<file path="config.mk">
export PLATFORM = sky130hd
export DESIGN_NAME = light_aggregation_stop_controller_core
export DESIGN_NICKNAME = d
export VERILOG_FILES = /design/src/rtl/lasc_pkg.sv /design/src/rtl/lasc_divider.sv /design/src/rtl/lasc_window.sv /design/src/rtl/light_aggregation_stop_controller_core.sv
export SDC_FILE = /design/constraint.sdc
export NUM_CORES = 1
export LEC_CHECK = 0
export BUFFER_PORTS_ARGS = -buffer_cell sky130_fd_sc_hd__buf_2
export CORE_ASPECT_RATIO = 1.4
export CORE_MARGIN = 2
export CORE_UTILIZATION = 30
export CTS_CLUSTER_SIZE = 8
export DETAILED_ROUTE_END_ITERATION = 7
export SLEW_MARGIN = 15
export SYNTH_ARGS = -nofsm -noshare
export SYNTH_HDL_FRONTEND = slang
export SYNTH_SLANG_ARGS = --single-unit
</file>
<file path="constraint.sdc">
create_clock -name clock -period 13.5 [get_ports clock]
set_input_delay 2.025 -clock clock [delete_from_list [all_inputs] [get_ports clock]]
set_output_delay 2.025 -clock clock [all_outputs]
set_load 0.05 [all_outputs]
</file>
<file path="src/rtl/lasc_pkg.sv">
// ----------------------------------------------------------------------------
// lasc_pkg
// Shared types and constants of the light aggregation stop controller.
// ----------------------------------------------------------------------------
package lasc_pkg;

   localparam int LASC_WINDOW_LEN = 10;

   localparam int LIGHT_W = 15;   // Q7.8 percent
   localparam int TIME_W  = 16;   // Q8.8 seconds
   localparam int NB_W    = 8;
   localparam int KIND_W  = 2;
   localparam int CODE_W  = 3;

   // Cooldown numerator: 10.0 s scaled so that the quotient lands in Q8.8.
   localparam int COOL_NUM   = 655360;
   localparam int COOL_NUM_W = 20;

   localparam logic [LIGHT_W-1:0] OPT_CAP         = 15'd23040; // 90.0 percent
   localparam logic [LIGHT_W-1:0] Q78_MAX         = 15'd32767;
   localparam logic [TIME_W-1:0]  TIME_MAX        = 16'hFFFF;
   localparam logic [LIGHT_W-1:0] MIN_LIGHT_RESET = 15'd0;
   localparam logic [LIGHT_W-1:0] TOLERANCE_RESET = 15'd1280;

   typedef enum logic [CODE_W-1:0] {
      REQ_TICK     = 3'd0,
      REQ_NEIGHBOR = 3'd1,
      REQ_RESET    = 3'd2,
      REQ_START    = 3'd3,
      REQ_STOP     = 3'd4
   } req_code_type;

   typedef enum logic [KIND_W-1:0] {
      PUB_NONE  = 2'd0,
      PUB_LIGHT = 2'd1,
      PUB_RESET = 2'd2
   } pub_kind_type;

   typedef enum logic {
      CSR_MIN_LIGHT = 1'b0,
      CSR_LIGHT_TOL = 1'b1
   } csr_index_type;

   typedef enum logic [2:0] {
      ST_IDLE,
      ST_EVAL,
      ST_COOL,
      ST_MEAN_GO,
      ST_MEAN,
      ST_RESP
   } state_type;

endpackage

</file>
<file path="src/rtl/lasc_divider.sv">
// ----------------------------------------------------------------------------
// lasc_divider
// Restoring radix-2 divider, one quotient bit per cycle.
// ----------------------------------------------------------------------------
module lasc_divider
   import lasc_pkg::*;
#(
   parameter int DVD_W = 20,
   parameter int DVS_W = 15
) (
   input  logic             clock,
   input  logic             reset,
   input  logic             start,
   input  logic [DVD_W-1:0] dividend,
   input  logic [DVS_W-1:0] divisor,
   output logic             done,
   output logic [DVD_W-1:0] quotient
);

   localparam int CNT_W = $clog2(DVD_W + 1);

   logic             busy_ff, busy_in;
   logic             done_ff, done_in;
   logic [CNT_W-1:0] count_ff, count_in;
   logic [DVS_W-1:0] rem_ff, rem_in;
   logic [DVD_W-1:0] quo_ff, quo_in;
   logic [DVS_W-1:0] dvs_ff, dvs_in;
   logic [DVS_W:0]   shifted;
   logic [DVS_W+1:0] diff;

   always_comb begin
      busy_in  = busy_ff;
      done_in  = 1'b0;
      count_in = count_ff;
      rem_in   = rem_ff;
      quo_in   = quo_ff;
      dvs_in   = dvs_ff;
      shifted  = {rem_ff, quo_ff[DVD_W-1]};
      diff     = {1'b0, shifted} - {2'b00, dvs_ff};
      if (start && !busy_ff) begin
         busy_in  = 1'b1;
         count_in = '0;
         rem_in   = '0;
         quo_in   = dividend;
         dvs_in   = divisor;
      end else if (busy_ff) begin
         // keep the partial remainder when the trial subtract borrows
         if (!diff[DVS_W+1]) begin
            rem_in = diff[DVS_W-1:0];
            quo_in = {quo_ff[DVD_W-2:0], 1'b1};
         end else begin
            rem_in = shifted[DVS_W-1:0];
            quo_in = {quo_ff[DVD_W-2:0], 1'b0};
         end
         count_in = count_ff + CNT_W'(1);
         if (count_ff == CNT_W'(DVD_W - 1)) begin
            busy_in = 1'b0;
            done_in = 1'b1;
         end
      end
   end

   always_ff @(posedge clock) begin
      if (reset) begin
         busy_ff  <= 1'b0;
         done_ff  <= 1'b0;
         count_ff <= '0;
      end else begin
         busy_ff  <= busy_in;
         done_ff  <= done_in;
         count_ff <= count_in;
      end
      rem_ff <= rem_in;
      quo_ff <= quo_in;
      dvs_ff <= dvs_in;
   end

   assign done     = done_ff;
   assign quotient = quo_ff;

endmodule

</file>
<file path="src/rtl/lasc_window.sv">
// ----------------------------------------------------------------------------
// lasc_window
// Sliding window of accepted readings with a running sum and fill count.
// ----------------------------------------------------------------------------
module lasc_window
   import lasc_pkg::*;
#(
   parameter int WINDOW_LEN = LASC_WINDOW_LEN,
   parameter int SUM_W      = $clog2(WINDOW_LEN * 32767 + 1),
   parameter int FILL_W     = $clog2(WINDOW_LEN + 1)
) (
   input  logic               clock,
   input  logic               reset,
   input  logic               push,
   input  logic [LIGHT_W-1:0] push_value,
   output logic [SUM_W-1:0]   win_sum,
   output logic [FILL_W-1:0]  win_fill
);

   logic [LIGHT_W-1:0] win_ff [WINDOW_LEN];
   logic [LIGHT_W-1:0] win_in [WINDOW_LEN];
   logic [SUM_W-1:0]   sum_ff, sum_in;
   logic [FILL_W-1:0]  fill_ff, fill_in;
   logic               full;

   assign full = (fill_ff == FILL_W'(WINDOW_LEN));

   always_comb begin
      win_in  = win_ff;
      sum_in  = sum_ff;
      fill_in = fill_ff;
      if (push) begin
         // drop the oldest entry once the window is full
         for (int i = 0; i < WINDOW_LEN - 1; i++) begin
            win_in[i] = win_ff[i+1];
         end
         win_in[WINDOW_LEN-1] = push_value;
         if (full) begin
            sum_in = sum_ff + SUM_W'(push_value) - SUM_W'(win_ff[0]);
         end else begin
            sum_in  = sum_ff + SUM_W'(push_value);
            fill_in = fill_ff + FILL_W'(1);
         end
      end
   end

   always_ff @(posedge clock) begin
      if (reset) begin
         sum_ff  <= '0;
         fill_ff <= '0;
      end else begin
         sum_ff  <= sum_in;
         fill_ff <= fill_in;
      end
      win_ff <= win_in;
   end

   assign win_sum  = sum_ff;
   assign win_fill = fill_ff;

endmodule

</file>
<file path="src/rtl/light_aggregation_stop_controller_core.sv">
// ----------------------------------------------------------------------------
// light_aggregation_stop_controller_core
// Stop/go controller of a light-seeking swarm robot with one shared divider.
// ----------------------------------------------------------------------------
// The block takes one transaction at a time and answers each with exactly one
// result transaction. For control ticks, neighbor values and commands that
// need no division, the result is registered in the evaluation step and is
// valid in the response step after it. A tick that stops the robot with light
// above the minimum runs the shared restoring divider twice: first for the
// cooldown time, then for the new window mean. A neighbor value above the
// minimum runs the divider once, for the window mean. The divider retires one
// quotient bit per cycle. The result stays valid until rsp_ready takes it. The
// block is not ready while a transaction is in work or while its result waits
// to be taken. Configuration writes go through the csr_ port at any time the
// block is idle and take effect on the next transaction.
// ----------------------------------------------------------------------------
module light_aggregation_stop_controller_core
   import lasc_pkg::*;
#(
   parameter int WINDOW_LEN = LASC_WINDOW_LEN
) (
   input  logic               clock,
   input  logic               reset,
   // request channel
   input  logic               req_valid,
   output logic               req_ready,
   input  logic [CODE_W-1:0]  req_type,
   input  logic [TIME_W-1:0]  req_elapsed_time,
   input  logic               req_motors_stopped,
   input  logic [LIGHT_W-1:0] req_light_level,
   input  logic [NB_W-1:0]    req_neighbor_value,
   // response channel
   output logic               rsp_valid,
   input  logic               rsp_ready,
   output logic               rsp_stop_motors,
   output logic [KIND_W-1:0]  rsp_publish_kind,
   output logic [NB_W-1:0]    rsp_publish_value,
   // configuration write port
   input  logic               csr_write_en,
   input  logic               csr_index,
   input  logic [LIGHT_W-1:0] csr_wdata
);

   localparam int SUM_W  = $clog2(WINDOW_LEN * 32767 + 1);
   localparam int FILL_W = $clog2(WINDOW_LEN + 1);
   localparam int DVD_W  = (SUM_W > COOL_NUM_W) ? SUM_W : COOL_NUM_W;
   localparam int DVS_W  = LIGHT_W;

   state_type          state_ff, state_in;

   // captured transaction
   req_code_type       code_ff, code_in;
   logic [TIME_W-1:0]  dt_ff, dt_in;
   logic               stopped_ff, stopped_in;
   logic [LIGHT_W-1:0] light_ff, light_in;
   logic [NB_W-1:0]    nb_ff, nb_in;

   // controller state
   logic               search_on_ff, search_on_in;
   logic               cool_active_ff, cool_active_in;
   logic [TIME_W-1:0]  wait_left_ff, wait_left_in;
   logic [TIME_W-1:0]  cool_left_ff, cool_left_in;
   logic [LIGHT_W-1:0] optimum_ff, optimum_in;
   logic [LIGHT_W-1:0] min_light_ff, min_light_in;
   logic [LIGHT_W-1:0] tolerance_ff, tolerance_in;

   // result register
   logic               stop_ff, stop_in;
   pub_kind_type       kind_ff, kind_in;
   logic [NB_W-1:0]    pval_ff, pval_in;

   // window and divider hookup
   logic               push;
   logic [LIGHT_W-1:0] push_value;
   logic [SUM_W-1:0]   win_sum;
   logic [FILL_W-1:0]  win_fill;
   logic               div_start;
   logic [DVD_W-1:0]   div_dividend;
   logic [DVS_W-1:0]   div_divisor;
   logic               div_done;
   logic [DVD_W-1:0]   div_quotient;

   // scratch values of the evaluation step
   logic [LIGHT_W:0]   stop_level;
   logic [LIGHT_W-1:0] light_diff;
   logic [LIGHT_W-1:0] nb_sat;
   logic [TIME_W-1:0]  cool_dec;
   logic [TIME_W-1:0]  wait_dec;

   always_comb begin
      stop_level = {1'b0, optimum_ff} + {1'b0, tolerance_ff};
      light_diff = light_ff - min_light_ff;
      nb_sat     = (nb_ff[NB_W-1]) ? Q78_MAX : {nb_ff[NB_W-2:0], 8'h00};
      cool_dec   = (cool_left_ff > dt_ff) ? (cool_left_ff - dt_ff) : '0;
      wait_dec   = (wait_left_ff > dt_ff) ? (wait_left_ff - dt_ff) : '0;
   end

   // Operands follow the step: cooldown divide out of evaluation, window mean
   // afterwards.
   assign div_dividend = (state_ff == ST_MEAN_GO) ? DVD_W'(win_sum) : DVD_W'(COOL_NUM);
   assign div_divisor  = (state_ff == ST_MEAN_GO) ? DVS_W'(win_fill) : light_diff;
   assign push_value   = (code_ff == REQ_NEIGHBOR) ? nb_sat : light_ff;

   always_comb begin
      state_in       = state_ff;
      code_in        = code_ff;
      dt_in          = dt_ff;
      stopped_in     = stopped_ff;
      light_in       = light_ff;
      nb_in          = nb_ff;
      search_on_in   = search_on_ff;
      cool_active_in = cool_active_ff;
      wait_left_in   = wait_left_ff;
      cool_left_in   = cool_left_ff;
      optimum_in     = optimum_ff;
      min_light_in   = min_light_ff;
      tolerance_in   = tolerance_ff;
      stop_in        = stop_ff;
      kind_in        = kind_ff;
      pval_in        = pval_ff;
      push           = 1'b0;
      div_start      = 1'b0;

      if (csr_write_en) begin
         unique case (csr_index_type'(csr_index))
            CSR_MIN_LIGHT: min_light_in = csr_wdata;
            CSR_LIGHT_TOL: tolerance_in = csr_wdata;
         endcase
      end

      unique case (state_ff)
         ST_IDLE: begin
            if (req_valid) begin
               code_in    = req_code_type'(req_type);
               dt_in      = req_elapsed_time;
               stopped_in = req_motors_stopped;
               light_in   = req_light_level;
               nb_in      = req_neighbor_value;
               state_in   = ST_EVAL;
            end
         end

         ST_EVAL: begin
            stop_in  = 1'b0;
            kind_in  = PUB_NONE;
            pval_in  = '0;
            state_in = ST_RESP;
            unique case (code_ff)
               REQ_TICK: begin
                  if (!search_on_ff) begin
                     stop_in = 1'b1;
                  end else if (cool_active_ff) begin
                     // count down the cooldown; release it at zero
                     cool_left_in = cool_dec;
                     if (cool_dec == '0) begin
                        cool_active_in = 1'b0;
                     end
                  end else if (!stopped_ff) begin
                     if ({1'b0, light_ff} >= stop_level) begin
                        stop_in = 1'b1;
                        kind_in = PUB_LIGHT;
                        pval_in = NB_W'(light_ff[LIGHT_W-1:8]);
                        if (light_ff > min_light_ff) begin
                           // wait = half the excess, cooldown = 10 / excess
                           wait_left_in = TIME_W'(light_diff >> 1);
                           div_start    = 1'b1;
                           push         = 1'b1;
                           state_in     = ST_COOL;
                        end else if (light_ff == min_light_ff) begin
                           wait_left_in = '0;
                           cool_left_in = TIME_MAX;
                        end else begin
                           wait_left_in = '0;
                           cool_left_in = '0;
                        end
                     end
                  end else begin
                     if ({light_ff, 1'b0} < {1'b0, optimum_ff}) begin
                        // light lost while parked: start over and tell neighbors
                        optimum_in     = min_light_ff;
                        wait_left_in   = '0;
                        cool_left_in   = '0;
                        cool_active_in = 1'b0;
                        kind_in        = PUB_RESET;
                     end else begin
                        wait_left_in = wait_dec;
                        if (wait_dec == '0) begin
                           cool_active_in = 1'b1;
                        end else begin
                           stop_in = 1'b1;
                        end
                     end
                  end
               end
               REQ_NEIGHBOR: begin
                  if (nb_sat > min_light_ff) begin
                     push     = 1'b1;
                     state_in = ST_MEAN_GO;
                  end
               end
               REQ_RESET: begin
                  optimum_in     = min_light_ff;
                  wait_left_in   = '0;
                  cool_left_in   = '0;
                  cool_active_in = 1'b0;
               end
               REQ_START: search_on_in = 1'b1;
               REQ_STOP:  search_on_in = 1'b0;
               default: begin
               end
            endcase
         end

         ST_COOL: begin
            if (div_done) begin
               cool_left_in = (div_quotient > DVD_W'(TIME_MAX)) ? TIME_MAX
                                                               : div_quotient[TIME_W-1:0];
               state_in     = ST_MEAN_GO;
            end
         end

         ST_MEAN_GO: begin
            div_start = 1'b1;
            state_in  = ST_MEAN;
         end

         ST_MEAN: begin
            if (div_done) begin
               optimum_in = (div_quotient >= DVD_W'(OPT_CAP)) ? OPT_CAP
                                                             : div_quotient[LIGHT_W-1:0];
               state_in   = ST_RESP;
            end
         end

         ST_RESP: begin
            if (rsp_ready) begin
               state_in = ST_IDLE;
            end
         end

         default: state_in = ST_IDLE;
      endcase
   end

   always_ff @(posedge clock) begin
      if (reset) begin
         state_ff       <= ST_IDLE;
         search_on_ff   <= 1'b1;
         cool_active_ff <= 1'b0;
         wait_left_ff   <= '0;
         cool_left_ff   <= '0;
         optimum_ff     <= MIN_LIGHT_RESET;
         min_light_ff   <= MIN_LIGHT_RESET;
         tolerance_ff   <= TOLERANCE_RESET;
      end else begin
         state_ff       <= state_in;
         search_on_ff   <= search_on_in;
         cool_active_ff <= cool_active_in;
         wait_left_ff   <= wait_left_in;
         cool_left_ff   <= cool_left_in;
         optimum_ff     <= optimum_in;
         min_light_ff   <= min_light_in;
         tolerance_ff   <= tolerance_in;
      end
      code_ff    <= code_in;
      dt_ff      <= dt_in;
      stopped_ff <= stopped_in;
      light_ff   <= light_in;
      nb_ff      <= nb_in;
      stop_ff    <= stop_in;
      kind_ff    <= kind_in;
      pval_ff    <= pval_in;
   end

   lasc_window #(
      .WINDOW_LEN (WINDOW_LEN),
      .SUM_W      (SUM_W),
      .FILL_W     (FILL_W)
   ) u_window (
      .clock      (clock),
      .reset      (reset),
      .push       (push),
      .push_value (push_value),
      .win_sum    (win_sum),
      .win_fill   (win_fill)
   );

   lasc_divider #(
      .DVD_W (DVD_W),
      .DVS_W (DVS_W)
   ) u_divider (
      .clock    (clock),
      .reset    (reset),
      .start    (div_start),
      .dividend (div_dividend),
      .divisor  (div_divisor),
      .done     (div_done),
      .quotient (div_quotient)
   );

   assign req_ready         = (state_ff == ST_IDLE);
   assign rsp_valid         = (state_ff == ST_RESP);
   assign rsp_stop_motors   = stop_ff;
   assign rsp_publish_kind  = kind_ff;
   assign rsp_publish_value = pval_ff;

   // The two channels never overlap: one transaction is in work at a time.
   a_one_in_flight: assert property (@(posedge clock) disable iff (reset)
      !(req_ready && rsp_valid))
      else $error("request and response sides open at once");

   a_accept_to_eval: assert property (@(posedge clock) disable iff (reset)
      (req_valid && req_ready) |=> (state_ff == ST_EVAL))
      else $error("accepted transaction not evaluated next cycle");

   a_done_expected: assert property (@(posedge clock) disable iff (reset)
      div_done |-> (state_ff == ST_COOL || state_ff == ST_MEAN))
      else $error("divider finished outside a divide step");

   a_mean_divisor: assert property (@(posedge clock) disable iff (reset)
      (state_ff == ST_MEAN_GO) |-> (win_fill != '0))
      else $error("window mean started on an empty window");

endmodule

</file>
==> results.yml, run 1 <==
final_layout:
  fin_util: 0.343
  syn2layout_area_growth_pct: 13.7
  drive_above_1_share: 0.0846
  antennaDiodeCount: 0
  stdcell_area_um2: 22800
  nets: 2250
  nFillCells: 6719
logic_synthesis:
  synth_cell_type_count: 86
  syn_nets: 2185
  yosys-top-cells-area: "edfxtp_1 36%, dfxtp_1 13%, ha_1 9.6%"
  syn_inst: 1960
  synth_edf_count: 238
  syn_avg_cell_area_um2: 10.2
  synth.ff_latch_count: 365
  ys_warn_count: 0
  yosysTopAreaCell: "edfxtp_1"
  yosys.area.top_type_share: 0.356
  synth_commonest_cells: "238 x edfxtp_1, 163 x nand2_1, 156 x a21oi_1"
  syn_area_um2: 20100
  synth_seq_area_share: 0.483
  yosysMostFrequentCell: "edfxtp_1"
  synthArstFlopShare: 0
  ys.flop_type: "edfxtp_1"
grt:
  grt-ovfl-total: 0
  gr-usage-all-layers: 0.160
  grt_pass1_wl_um: 85700
  grt_max_degree: 96
  antenna_found_initial: 1
  grt_pass1_vias: 15200
timing:
  hold_violations: 0
  setup_viol: 0
  hold_ws_ns: 0.402
  grt_setup_unrepaired: "false"
  relSlewSlack: 0.232
  drv_slew: 0
  period_share: 0.504
  period_needed_ns: 6.81
  skew_ns: 0.0493
  tightest_slew_ns: 1.15
  setup_tns_ns: 0
  max_freq_mhz: 147
clock_tree:
  clkSinkCount: 365
  root_buffer: "clkbuf_16"
  cts_buffers: 52
  cts_tree: "done"
  clkTransAtPathRegs_ns: 0.05
  htree_levels: 2
  clk_latency_ns: 0.61
  post_cts_buffers: 0
  cts-resized-gates: 0
  hold_buffers: 0
  clk_path_buf_depth: 3
power:
  swShare: 0.313
  intPower_uw: 2300
  p_switching_uw: 1050
  leakagePower_uw: 0.00866
  clkPwrFrac: 0.366
  p_comb_frac: 0.236
  powerDensity_nw_per_um2: 147
  power_uw: 3350
  p_seq_frac: 0.398
  ir_worst_vdd_mv: 0.0866
drt:
  drtPass1Iterations: 5
  num_vias: 15400
  drtIter0Drc: 1225
  drc: 0
  wl_per_cell_um: 19.3
  ant_nets: 0
  wl_um: 56400
  via_per_inst: 5.28
die:
  fp.dieArea_um2: 69000
  core_um2: 66400
  fp.dieH_um: 310
  pin_count: 77
  rows: 112
  die_w_um: 223
  initial_core_util: 0.302
critical_path:
  worstPathRequired_ns: 13.95
  crit_path_end_kind: "flip-flop"
  worst-path-buf-inv: 3
  critPathMaxStageDelay_ns: 0.94
  cpLargestDelayFamily: "compound AO/OA/AOI/OAI gates"
  path_cells: "ha_1 -> fa_1 -> a21o_1 -> a21oi_1 -> o21bai_1 -> a211oi_1 -> o31ai_1 -> o41ai_1 -> o21bai_1 -> a21oi_1 -> xor2_1 -> ha_1 -> nand3b_1 -> nor4b_1 -> o21a_1 -> o2111ai_1 -> and2_1 -> buf_4 -> inv_6 -> buf_4 -> nor2_1 -> or4b_1"
  worstSetupPathType: "flip-flop to flip-flop"
  worst-path-max-fanout: 95
  cp.arrival_ns: 7.26
  start_kind: "flip-flop"
  cp_slowest_cell: "buf_4"
place:
  gp_congestion: 0.929
  place_area_um2: 21300
  dp_hpwl_um: 42500
  io_buffers: 75
worst_hold_path:
  min_path_type: "flip-flop to flip-flop"
run_status:
  status: "complete, no violations"
run:
  cap_viol_max_count: 0
-- kinds of logic (layout without fill, tap and decap cells) --
kind of cell    count (synthesis)  after routing  synth area share
flops                         365            365             0.483
mux                            27             27            0.0136
buf+inv                       193            301            0.0376
xor+xnor                       75             75            0.0328
compound gates                579            579             0.195
simple gates                  559            559             0.135
other cells                     1              1          0.000187
fa+ha+maj                     161            161             0.103
-- area by class of cell --
| cell class | count | area [µm²] | share of cell area |
|---|---|---|---|
| clock buffer | 92 | 1450 | 0.0636 |
| clock inverter | 5 | 77.6 | 0.00340 |
| inverter | 119 | 452 | 0.0198 |
| multi-input combinational | 1402 | 9620 | 0.422 |
| sequential | 365 | 9690 | 0.425 |
| tap | 855 | 1070 | 0.0469 |
| timing repair buffer | 85 | 453 | 0.0199 |
-- power groups by stage --
stage	Sequential, µW	Combinational (µW)	Clock (µW)
floorplan	1340	579	0
global placement	1350	765	0
detailed placement	1360	782	0
CTS	1330	787	1260
global route	1340	876	1310
finish	1330	793	1230
-- layer usage --
layer | GRT usage | vias to the layer above | part of all wire
li1 | - | 7436 | -
met1 | 0.181 | 7411 | 0.40
met2 | 0.284 | 420 | 0.49
met3 | 0.0257 | 156 | 0.047
met4 | 0.0927 | 2 | 0.059
met5 | 0 | - | 0.00025
-- path summary, 6_finish.rpt --
kind / start / slack (ns) / depth (start not counted) / to
max: optimum_ff[0]$_SDFFE_PP0P_ / 6.69 / 22 / u_window.win_sum[17]$_SDFFE_PP0P_
min: u_window.win_ff[86]$_DFFE_PP_ / 0.40 / 0 / u_window.win_ff[101]$_DFFE_PP_
max reg2reg: optimum_ff[0]$_SDFFE_PP0P_ / 6.69 / 22 / u_window.win_sum[17]$_SDFFE_PP0P_
min reg2reg: u_window.win_ff[86]$_DFFE_PP_ / 0.40 / 0 / u_window.win_ff[101]$_DFFE_PP_
-- layout by cell type, fill, tap and decap left out, types with 11 or more instances in the layout --
cell,n
a211oi_1,33
a21o_1,47
a21oi_1,155
a22o_1,21
a22oi_1,14
a311oi_1,18
and2_1,16
and3_1,17
buf_2,74
buf_4,11
clkbuf_1,40
clkbuf_16,52
dfxtp_1,127
edfxtp_1,238
ha_1,154
inv_1,117
mux2i_1,25
nand2_1,163
nand2b_1,38
nand3_1,23
nand4_1,17
nor2_1,149
nor2b_1,20
nor3_1,46
nor4_1,11
o2111ai_1,16
o211ai_1,25
o21a_1,27
o21ai_0,99
o2bb2ai_1,16
or2_2,13
or3_1,14
xnor2_1,41
xor2_1,34
-- flip-flops by register name (all words and copies together), names as in the netlist, 16 cells and up --
register	cells
cool_left_ff	16
u_window.win_ff	150
u_divider.quotient	20
u_window.win_sum	19
wait_left_ff	16
dt_ff	16
-- worst reg2reg max path: cells and delay by family (launching register included) --
family,cells,cell delay [ns]
compound gates,10,2.29
buf+inv,3,1.67
simple gates,5,1.29
fa+ha+maj,3,0.98
flops,1,0.33
xor+xnor,1,0.09
-- through the flow --
stage          cells  worst slack (ns)
2_1_floorplan   1960              7.22
5_1_grt         2923              6.14
6_report        2923              6.69
4_1_cts         2923              6.66
3_3_place_gp    2826              6.78
3_5_place_dp    2826              6.68
Note: power is estimated with default switching activity, not from simulation.
==> run 2: changes to the inputs <==
Settings changed: ABC_AREA set to 1.
Clock period 13.5 ns to 7 ns, I/O delays scaled along.
==> results.yml, run 2 <==
drt:
  drtIter0Drc: 1052
  wl_per_cell_um: 16.5
  drtPass1Iterations: 6
  ant_nets: 0
  wl_um: 57000
  via_per_inst: 4.78
  num_vias: 16500
  drc: 0
logic_synthesis:
  synth_edf_count: 238
  syn_avg_cell_area_um2: 8.55
  yosysTopAreaCell: "edfxtp_1"
  synth_commonest_cells: "480 x nand2_1, 313 x inv_1, 238 x edfxtp_1"
  yosys.area.top_type_share: 0.346
  ys_warn_count: 0
  ys.flop_type: "edfxtp_1"
  synth.ff_latch_count: 365
  yosysMostFrequentCell: "nand2_1"
  syn_area_um2: 20600
  synth_seq_area_share: 0.469
  synth_cell_type_count: 63
  synthArstFlopShare: 0
  yosys-top-cells-area: "edfxtp_1 35%, dfxtp_1 12%, ha_1 9.3%"
  syn_inst: 2413
  syn_nets: 2638
timing:
  hold_violations: 0
  period_needed_ns: 4.98
  period_share: 0.712
  setup_tns_ns: 0
  skew_ns: 0.0326
  max_freq_mhz: 201
  tightest_slew_ns: 0.865
  relSlewSlack: 0.422
  drv_slew: 0
  setup_ws_ns: 2.02
  setup_viol: 0
  grt_setup_unrepaired: "false"
die:
  die_w_um: 226
  rows: 113
  pin_count: 77
  fp.dieArea_um2: 70900
  core_um2: 68000
  initial_core_util: 0.303
  fp.dieH_um: 314
critical_path:
  crit_path_end_kind: "flip-flop"
  cp.arrival_ns: 5.24
  start_kind: "flip-flop"
  r2r_end: "u_window.win_ff[55]$_DFFE_PP_"
  worstReg2RegStart: "optimum_ff[0]$_SDFFE_PP0P_"
  worst-path-max-fanout: 93
  startpoint: "optimum_ff[0]$_SDFFE_PP0P_"
  worstSetupPathType: "flip-flop to flip-flop"
  reg2reg_slack_ns: 2.02
  worstPathRequired_ns: 7.25
  r2r_cells: 23
place:
  placed_cells: 3361
  place_ws_ns: 1.92
  dp_hpwl_um: 43700
  gp_congestion: 0.962
  io_buffers: 75
final_layout:
  nets: 2719
  final_cell_mix: "480 x nand2_1, 312 x inv_1, 238 x edfxtp_1"
  final_common_cell: "nand2_1"
  layoutNonFillerInstCount: 3456
  syn2layout_area_growth_pct: 13.7
  largest_reg_flops: 150
  largest-register: "u_window.win_ff"
  drive_above_1_share: 0.0809
clock_tree:
  hold_buffers: 0
  root_buffer: "clkbuf_16"
  clkSinkCount: 365
  clk_path_buf_depth: 3
  cts-resized-gates: 0
  cts_buffers: 51
  cts_tree: "done"
  clkTransAtPathRegs_ns: 0.06
  post_cts_buffers: 0
  htree_levels: 2
  clk_latency_ns: 0.60
run_status:
  status: "complete, no violations"
worst_hold_path:
  holdPathStages: 0
  min_path_type: "flip-flop to flip-flop"
  hold_path_end: "u_window.win_ff[79]$_DFFE_PP_"
  hp-start: "u_window.win_ff[64]$_DFFE_PP_"
grt:
  antenna_found_initial: 1
  grt_pass1_vias: 16000
  grt_pass1_wl_um: 88100
  grt-ovfl-total: 0
  gr-usage-all-layers: 0.160
  grt_max_degree: 94
run:
  cap_viol_max_count: 0
power:
  ir_worst_vdd_mv: 0.212
  leakagePower_uw: 0.0101
  powerDensity_nw_per_um2: 338
  power_uw: 7930
-- run 2: changes by cell type in the layout (fill, tap and decap cells not counted), sizes merged, moves of 25 or more --
cell | previous run | this run
inv | 121 | 321
a211oi | 34 | 7
a21o | 47 | 10
a21oi | 156 | 203
nand2b | 38 | 0
mux2i | 25 | 0
nor2 | 149 | 234
nand2 | 163 | 496
nand3 | 24 | 119
o21ai | 104 | 240
-- run 2: power breakdown --
group / switching (µW) / internal (µW) / total [µW]
registers: 185 / 2610 / 2800
logic: 1910 / 875 / 2790
clock network: 967 / 1380 / 2340
-- run 2: metal layers --
layer,share of wire,global-route usage
met2,0.50,0.284
met4,0.055,0.0887
met1,0.40,0.186
met3,0.041,0.0202
met5,0,0
-- run 2: cell type report --
class / count / area (µm²)
Fill cell: 7059 / 44500
Inverter: 325 / 1230
Tap cell: 920 / 1150
Multi-Input combinational cell: 1671 / 9450
Antenna cell: 1 / 2.50
Clock inverter: 3 / 90.1
Clock buffer: 91 / 1430
Sequential cell: 365 / 9690
Timing Repair Buffer: 80 / 425
-- run 2: worst max-delay path, stage by stage, from the launching register on --
cell     delay (ns)
dfxtp_1        0.32
ha_1           0.23
fa_1           0.42
nand3_1        0.10
nand2_1        0.09
nand2_1        0.06
nand2_1        0.06
a21oi_1        0.22
o21ai_0        0.16
nand2_1        0.09
nand2_1        0.05
a21oi_1        0.18
o21ai_0        0.13
xor2_1         0.16
ha_1           0.28
nand3_1        0.09
nor3_1         0.22
nand4_1        0.14
nand3_2        0.19
nand3_2        0.11
nand2_2        0.10
nand2_4        0.17
inv_6          0.58
buf_12         0.40
-- run 2: cell families after synthesis --
| family | synth area share |
|---|---|
| buffers and inverters | 0.0728 |
| other | 0.000182 |
| XOR/XNOR | 0.0280 |
| AND/OR/NAND/NOR | 0.189 |
| adder cells (fa/ha/maj) | 0.100 |
| AO/OA/AOI/OAI | 0.140 |
| flip-flops | 0.469 |
-- run 2: worst max-delay path by stage --
stage | endpoint | slack (ns)
after floorplan | u_window.win_ff[0]$_DFFE_PP_ | 2.37
after global placement | u_window.win_ff[147]$_DFFE_PP_ | 2.03
after detailed placement | u_window.win_ff[132]$_DFFE_PP_ | 1.92
after CTS | u_window.win_ff[42]$_DFFE_PP_ | 1.94
after global routing | u_window.win_sum[13]$_SDFFE_PP0P_ | 1.49
final | u_window.win_ff[55]$_DFFE_PP_ | 2.02
-- run 2: metrics by stage --
| stage | utilization | instance area, µm² | hold WS (ns) |
|---|---|---|---|
| 5_1_grt | 0.345 | 23500 | 0.409 |
| 3_3_place_gp | 0.323 | 21900 | 0.401 |
| 4_1_cts | 0.345 | 23500 | 0.392 |
| 6_report | 0.345 | 23500 | 0.401 |
| 2_1_floorplan | - | 20600 | 0.400 |
| 3_5_place_dp | 0.323 | 21900 | 0.405 |
